===== config.mk =====
export PLATFORM = sky130hd
export DESIGN_NAME = mtbb_cfg
export DESIGN_NICKNAME = d
export VERILOG_FILES = /design/src/rtl/core/mtbb_pkg.sv /design/src/rtl/core/mtbb_cfg.sv
export SDC_FILE = /design/constraint.sdc
export NUM_CORES = 1
export LEC_CHECK = 0
export BUFFER_PORTS_ARGS = -buffer_cell sky130_fd_sc_hd__buf_4
export CAP_MARGIN = 0
export CORE_MARGIN = 2
export CORE_UTILIZATION = 35
export CTS_CLUSTER_SIZE = 40
export DETAILED_ROUTE_END_ITERATION = 8
export SLEW_MARGIN = 25
export SYNTH_ARGS = -nofsm -noshare
export SYNTH_HDL_FRONTEND = slang
export SYNTH_SLANG_ARGS = --single-unit

===== constraint.sdc =====
create_clock -name clk -period 1.7 [get_ports clk]
set_clock_uncertainty 0.2 [all_clocks]
set_input_delay 0.34 -clock clk [delete_from_list [all_inputs] [get_ports clk]]
set_output_delay 0.34 -clock clk [all_outputs]
set_load 0.05 [all_outputs]

===== src/rtl/core/mtbb_pkg.sv =====
// Shared constants and types of the morph target blend and bounds block.
`timescale 1ns / 1ps
`default_nettype none

package mtbb_pkg;

  // Number of morph targets and coordinate width
  localparam int NUM_TARGETS = 4;
  localparam int COORD_WIDTH = 32;

  // Weights: Q2.14, one is 2^14
  localparam int WEIGHT_W   = 16;
  localparam int WEFF_W     = 15;
  localparam int FRAC_SHIFT = 14;
  localparam logic signed [WEIGHT_W-1:0] WEIGHT_ONE = 16'sd16384;

  // Product of a delta and a clamped weight, and the exact blend sum
  localparam int PROD_W = COORD_WIDTH + WEFF_W + 1;
  localparam int SUM_W  = COORD_WIDTH + FRAC_SHIFT + 5;
  localparam int RND_W  = SUM_W - FRAC_SHIFT;

  // Stream side fields
  localparam int AXIS_W    = 2;
  localparam int NUM_AXES  = 3;
  localparam int CFG_IDX_W = 3;
  localparam logic [AXIS_W-1:0] AXIS_NONE = 2'd3;

  // Saturation bounds of a coordinate
  localparam logic [COORD_WIDTH-1:0] COORD_MAX = {1'b0, {(COORD_WIDTH-1){1'b1}}};
  localparam logic [COORD_WIDTH-1:0] COORD_MIN = {1'b1, {(COORD_WIDTH-1){1'b0}}};

  // Configuration register indexes
  typedef enum logic [CFG_IDX_W-1:0] {
    REG_WEIGHT0 = 3'd0,
    REG_WEIGHT1 = 3'd1,
    REG_WEIGHT2 = 3'd2,
    REG_WEIGHT3 = 3'd3,
    REG_ACTIVE  = 3'd4
  } cfg_reg_t;

  typedef logic [NUM_TARGETS-1:0][WEFF_W-1:0]      weff_vec_t;
  typedef logic [NUM_TARGETS-1:0][COORD_WIDTH-1:0] delta_vec_t;

  // Blended coordinate handed to the bounds stage
  typedef struct packed {
    logic [AXIS_W-1:0]      axis;
    logic                   restart;
    logic [COORD_WIDTH-1:0] coord;
    logic                   sat;
  } blend_res_t;

endpackage

`default_nettype wire


===== src/rtl/core/mtbb_cfg.sv =====
// Configuration registers and the effective (clamped) weight of each target.
`timescale 1ns / 1ps
`default_nettype none

module mtbb_cfg (
  input  wire logic                           clk,
  input  wire logic                           rst_n,
  input  wire logic                           cfg_valid,
  input  wire logic [mtbb_pkg::CFG_IDX_W-1:0] cfg_index,
  input  wire logic [mtbb_pkg::WEIGHT_W-1:0]  cfg_data,
  output mtbb_pkg::weff_vec_t                 weff
);
  import mtbb_pkg::*;

  logic [NUM_TARGETS-1:0][WEIGHT_W-1:0] weight_r;
  logic [CFG_IDX_W-1:0]                 active_r;
  logic [CFG_IDX_W-1:0]                 n_used;

  // Register writes; unknown indexes are dropped
  always_ff @(posedge clk) begin
    if (!rst_n) begin
      weight_r <= '0;
      active_r <= '0;
    end else if (cfg_valid) begin
      case (cfg_index)
        REG_WEIGHT0: weight_r[0] <= cfg_data;
        REG_WEIGHT1: weight_r[1] <= cfg_data;
        REG_WEIGHT2: weight_r[2] <= cfg_data;
        REG_WEIGHT3: weight_r[3] <= cfg_data;
        REG_ACTIVE:  active_r    <= cfg_data[CFG_IDX_W-1:0];
        default: ;
      endcase
    end
  end

  // Count of applied targets, capped at the number of delta fields
  assign n_used = (active_r > CFG_IDX_W'(NUM_TARGETS)) ? CFG_IDX_W'(NUM_TARGETS) : active_r;

  // Skip inactive targets and non-positive weights, clamp above one
  for (genvar i = 0; i < NUM_TARGETS; i++) begin : g_weff
    always_comb begin
      if ((CFG_IDX_W'(i) >= n_used) || weight_r[i][WEIGHT_W-1] || (weight_r[i] == '0)) begin
        weff[i] = '0;
      end else if ($signed(weight_r[i]) > WEIGHT_ONE) begin
        weff[i] = WEIGHT_ONE[WEFF_W-1:0];
      end else begin
        weff[i] = weight_r[i][WEFF_W-1:0];
      end
    end
  end

endmodule

`default_nettype wire


==> summary.txt, run 1 <==
Min Tclk post-route: 2.12 ns
Final setup violating endpoints: 60
1st-iter DRT viols: 98
Post-synth top cells: 118 x nand2_1, 67 x dfxtp_1, 56 x nor3b_1
Antenna cells: 0
Post-Syn Nets: 403
Xor/xnor share of the synthesized area: 0%
Layout area overhead: 66.4%
Die height: 99.7 um
Vias in the first global route: 2788
Avg Cell Area, Syn: 8.42 um^2
Slowest cell on the critical path: dfxtp_4
Bufs and invs on worst path: 2
Residual DRC: 0
Drt total wl: 8.94 mm
Post-synthesis simple-gate area fraction: 34.3%
Worst slack, placed: -0.0833 ns
Final slew viol count: 0
Final core utilization: 60.6%
Placed cell area: 4700 um^2
GP Congestion: 0.726
CP Max Fanout: 6
Asr flop ratio synth: 0%
Critical path endpoint category: primary output
CP Cell Sequence: a21oi_2 -> or2_4 -> buf_4 -> nor3b_4 -> buf_6
Reg2reg end: weight_r[14]$_SDFFE_PN0P_
Largest net degree at the start of global routing: 34
Mapped cell area: 3210 um^2
Worst vdd ir: 0.000415 V
Post-synth EDFFs: 0
Final #Nets: 498
Post-route setup slack: -0.424 ns
Startpoint Class: register
FMAX: 471 MHz
Clock slew at reported path FFs: 0.07 ns
Synth Register Bits: 67
Hold wc startpoint: cfg_data[11]
R2r setup slk: 0.57 ns
Distinct cells, synth: 29
Row count: 34
Synth top area share: 41.8%
WP data arrival: 1.58 ns
Worst-margin pin slew: 0.252 ns
Failing checks: negative setup slack
Layout cell share with drive strength beyond 1: 47.5%
Drt via density: 4.94
Cell with the most instances after synthesis: nand2_1
Area leader, netlist: dfxtp_1
Clk root buf: clkbuf_8
Kind of critical path: register to primary output
Post-synthesis sequential area ratio: 41.8%
Worst Reg2Reg Path Length in Cells: 3
Post-synthesis adder-cell area fraction: 0%
Die width: 99.7 um
Via count: 2905
Data required, critical path: 1.16 ns
TritonCTS clock tree: built
Final Cell Area: 5340 um^2
Crit share post-route: 125%
Worst hold margin: 0.0825 ns
Worst Hold Class: input port to register
Post-route ant nets: 0
Drt pass-1 iters: 4
RSZ-0062 raised after global routing: yes
Top_reg_cell synth: dfxtp_1
First-pass GRT wire length: 14.5 mm
P per Cell Area: 593 nW/um^2
Die footprint: 9950 um^2
Worst path max stage delay: 0.36 ns
Relative slew slack: 83.1%
Initial antenna violation count: 0
Crit-path leading delay family: simple AND/OR/NAND/NOR gates
Initial Utilization: 36.4%
Port bufs: 81
Clock Path Buffers: 2
Status: complete, but fails checks
Total CTS buffers: 9
Core Area: 8810 um^2
Later-pin clock latency in the skew report: 0.33 ns
Top Ports: 82
Worst hold stages: 3
Hold Vio Cnt, Final: 0
Gr ovfl total: 0
Synth Area in Compound Gates: 16.5%
H-tree levels: 3
Combinational family with the most area after synthesis: simple AND/OR/NAND/NOR gates
DP Wirelength: 6.22 mm
CTS sink count: 67
Tot GR Track Use: 18.6%
Mux share of post-synthesis cell area: 0.936%
Worst R2R Start: weight_r[14]$_SDFFE_PN0P_
Ys Warns: 0
Post-Syn Instances: 381
Max-Cap Viols: 0
Leakage: 1.73 nW
Main area contributors after synthesis: dfxtp_1 42%, nand2_1 14%, nor3b_1 13%, a21boi_0 11%, a21boi_2 3.5%
Drt wl/cell: 15.2 um
Hold endpoint: weight_r[27]$_SDFFE_PN0P_
registers in the layout, indices dropped and copies added (netlist names):
signal and cells:
weight_r 64, active_r 3
layout make-up:
cell class | count | area, um^2
tap | 108 | 135
clock buffer | 10 | 138
inverter | 4 | 15.0
timing repair buffer | 121 | 1330
fill | 750 | 3470
clock inverter | 5 | 30.0
multi-input combinational | 273 | 2340
sequential | 67 | 1350
cells in the final DEF, fill, tap and decap left out, types with 4 or more instances in the layout:
master	n
buf_4	44
clkbuf_8	10
nand2_2	9
a21boi_0	49
inv_1	4
buf_12	12
buf_6	63
a21boi_1	5
nor3b_4	54
nand2_1	118
dfxtp_1	64
nor2_4	4
a21boi_2	10
cells by family (layout without fill, tap and decap cells):
kind of cell	count (synthesis)	in the layout
buffers and inverters	41	140
flip-flops	67	67
AO/OA/AOI/OAI	66	66
multiplexers	3	3
AND/OR/NAND/NOR	204	204
power by group:
part / total [mW] / leakage (nW) / switching [mW] / internal (mW)
Combinational: 0.381 / 1.10 / 0.202 / 0.179
Sequential: 1.62 / 0.544 / 0.0206 / 1.60
Clock: 1.16 / 0.0839 / 0.610 / 0.553
Total: 3.16 / 1.73 / 0.832 / 2.33
what timing repair did:
item                       in CTS  in global routing
gates resized for setup        72                 11
setup endpoints to repair      60                 60
gates cloned                    2                  0
setup buffers                   6                  3
hold buffers                    0                  0
pin swaps                       6                  8
per-layer routing:
metal | GRT usage (%) | share of wire, %
met2 | 31.1 | 50
met3 | 3.44 | 3.2
met4 | 4.43 | 1.1
met5 | 0 | 0
met1 | 24.8 | 46
worst max path at each step:
stage                    end  slack, ns  cells past startpoint                      from
floorplan           weff[35]      -0.28                      5  active_r[1]$_SDFFE_PN0P_
global placement    weff[33]      -0.06                      4  active_r[1]$_SDFFE_PN0P_
detailed placement  weff[30]      -0.08                      4  active_r[1]$_SDFFE_PN0P_
CTS                 weff[34]      -0.43                      5  active_r[1]$_SDFFE_PN0P_
global route        weff[32]      -0.47                      5  active_r[1]$_SDFFE_PN0P_
finish              weff[30]      -0.42                      5  active_r[1]$_SDFFE_PN0P_
metrics by stage:
stage / std cells / TNS [ns] / power (mW)
floorplan: 381 / -10.84 / 1.88
global placement: 562 / -0.799 / 2.00
detailed placement: 562 / -1.20 / 2.01
CTS: 585 / -20.33 / 3.18
global route: 588 / -22.31 / 3.28
finish: 588 / -19.20 / 3.16
worst min-delay path, stage by stage:
cell      delay, ns
buf_4          0.13
nand2_1        0.05
a21boi_1       0.05
Note: power is estimated with default switching activity, not from simulation.
==> run 2: changes to the inputs <==
--- a/config.mk
+++ b/config.mk
@@ -11,6 +11,7 @@
 export CORE_UTILIZATION = 35
 export CTS_CLUSTER_SIZE = 40
 export DETAILED_ROUTE_END_ITERATION = 8
+export SKIP_LAST_GASP = 1
 export SLEW_MARGIN = 25
 export SYNTH_ARGS = -nofsm -noshare
 export SYNTH_HDL_FRONTEND = slang
==> run 2 against run 1 <==
Against the previous run:
- the run still ends with negative setup slack left
- count of clock-buffer cells in the layout stayed put
- clock power hardly changed
- sequential power hardly changed
- register-to-register slack hardly changed
- final area is 0.14% lower
- maximum frequency is 0.23% higher
- critical path depth stayed put
- combinational power hardly changed
- via count is 0.10% higher
- setup slack better by 0.0048 ns
==> summary.txt, run 2 (synthesized netlist as in run 1, its figures left out) <==
Status: complete, but fails checks
Failing checks: negative setup slack
Clock slew at reported path FFs: 0.07 ns (about the same)
GP Congestion: 0.726 (unchanged)
Layout area overhead: 66.1%
TritonCTS clock tree: built
Top Ports: 82 (unchanged)
Clk root buf: clkbuf_8
Worst Reg2Reg Path Length in Cells: 3 (unchanged)
Drt total wl: 8.93 mm (-0.15%)
Drt wl/cell: 15.2 um (about the same)
Core Area: 8810 um^2 (unchanged)
Worst-margin pin slew: 0.252 ns (-0.000000358 ns)
Crit share post-route: 125% (-0.28 points)
Worst Hold Class: input port to register
Commonest non-fill, non-tap cell in the layout: nand2_1
First-pass GRT wire length: 14.4 mm (-0.28%)
Layout cell share with drive strength beyond 1: 47.4% (-0.11 points)
Worst hold stages: 3 (unchanged)
H-tree levels: 3 (unchanged)
Die height: 99.7 um (unchanged)
Critical path endpoint category: primary output
CP Max Fanout: 7 (+1)
Clock Path Buffers: 2 (unchanged)
Drt pass-1 iters: 5 (+1)
Worst vdd ir: 0.000410 V (-1.3%)
Gr ovfl total: 0 (unchanged)
Initial antenna violation count: 0 (unchanged)
Vias in the first global route: 2789 (+0.036%)
Initial Utilization: 36.4% (unchanged)
Kind of critical path: register to primary output
CTS sink count: 67 (unchanged)
Final setup violating endpoints: 60 (unchanged)
Worst R2R Start: weight_r[14]$_SDFFE_PN0P_
FMAX: 472 MHz (+0.23%)
Final Cell Area: 5330 um^2 (-0.14%)
Data required, critical path: 1.16 ns (about the same)
WP data arrival: 1.58 ns (about the same)
Residual DRC: 0 (unchanged)
Relative slew slack: 83.1% (unchanged)
Hold wc startpoint: cfg_data[11]
Hold endpoint: weight_r[27]$_SDFFE_PN0P_
Later-pin clock latency in the skew report: 0.34 ns (about the same)
R2r setup slk: 0.57 ns (about the same)
1st-iter DRT viols: 94 (-4.1%)
Placed cell area: 4700 um^2 (unchanged)
P per Cell Area: 593 nW/um^2 (about the same)
Largest net degree at the start of global routing: 34 (unchanged)
Hold Vio Cnt, Final: 0 (unchanged)
Commonest non-fill, non-tap cells in the layout: 118 x nand2_1, 64 x dfxtp_1, 63 x buf_6
Pwr Total: 3.16 mW (-0.12%)
Drt via density: 4.95 (+0.27%)
Min Tclk post-route: 2.12 ns (-0.00479 ns)
Antenna cells: 0 (unchanged)
Tot GR Track Use: 18.5% (-0.074 points)
DP Wirelength: 6.22 mm (unchanged)
Row count: 34 (unchanged)
Post-route ant nets: 0 (unchanged)
Final #Nets: 497 (-0.20%)
Leakage: 1.72 nW (-0.26%)
Biggest register: weight_r
Fill count: 754 (+0.53%)
Top Registers: weight_r: 64 flops, active_r: 3 flops
Port bufs: 81 (unchanged)
Die width: 99.7 um (unchanged)
Total CTS buffers: 9 (unchanged)
Final slew viol count: 0 (unchanged)
Via count: 2908 (+0.10%)
Reg2reg end: weight_r[14]$_SDFFE_PN0P_
Max-Cap Viols: 0 (unchanged)
Largest register FFs: 64 (unchanged)
Crit. Startpoint: active_r[1]$_SDFFE_PN0P_
Post-route setup slack: -0.419 ns (+0.00479 ns)
Die footprint: 9950 um^2 (unchanged)
Startpoint Class: register
RSZ-0062 raised after global routing: yes
## run 2: changes by cell type in the layout (fill, tap and decap cells not counted)
| cell | delta |
|---|---|
| buf_4 | -1 |
## run 2: worst max path at each step
stage	depth (start not counted)	end
after global placement	4	weff[33]
after CTS	5	weff[34]
final	5	weff[43]
after floorplan	5	weff[35]
after global routing	5	weff[43]
after detailed placement	4	weff[30]
## run 2: layout make-up
cell class,count,area [um^2],share of cell area (%)
Clock inverter,5,30.0,0.563
Clock buffer,10,138,2.58
Sequential cell,67,1350,25.3
Tap cell,108,135,2.54
Inverter,4,15.0,0.282
Timing Repair Buffer,120,1330,24.9
Multi-Input combinational cell,273,2340,43.8
## run 2: worst max-delay path: stages (launching register included)
cell     delay (ns)
dfxtp_4        0.36
a21oi_2        0.05
or2_4          0.28
buf_12         0.17
nor3b_4        0.20
buf_6          0.19
## run 2: metrics by stage
stage                     cells  hold slack (ns)  setup TNS (ns)  utilization (%)  worst slack (ns)
after floorplan             381            0.229          -10.84                -            -0.277
after global placement      562            0.243          -0.799             53.4           -0.0557
after detailed placement    562            0.245           -1.20             53.4           -0.0833
after CTS                   585           0.0731          -20.55             59.4            -0.431
after global routing        587           0.0814          -22.12             60.5            -0.465
final                       587           0.0817          -18.95             60.5            -0.419
## run 2: metal layers
metal	vias to the layer above	track usage (%)	routed length [um]	part of all wire, %
met5	-	0	0	0
met4	0	4.43	99	1.1
met3	7	3.44	294	3.3
met2	60	30.8	4450	50
met1	1386	24.8	4090	46
li1	1455	-	-	-
## run 2: where the power goes
group	total, mW	switching, mW	leakage [nW]	internal, mW
registers	1.62	0.0206	0.544	1.60
clock network	1.16	0.607	0.0839	0.553
logic	0.380	0.202	1.09	0.178
## run 2: what timing repair did
action,in CTS,in global routing
setup buffers,6,2
endpoints found under the setup margin,60,60
endpoints found under the hold margin,0,0
cloned,2,0
gates resized for setup,62,21
pin swaps,6,5
hold buffers,0,0
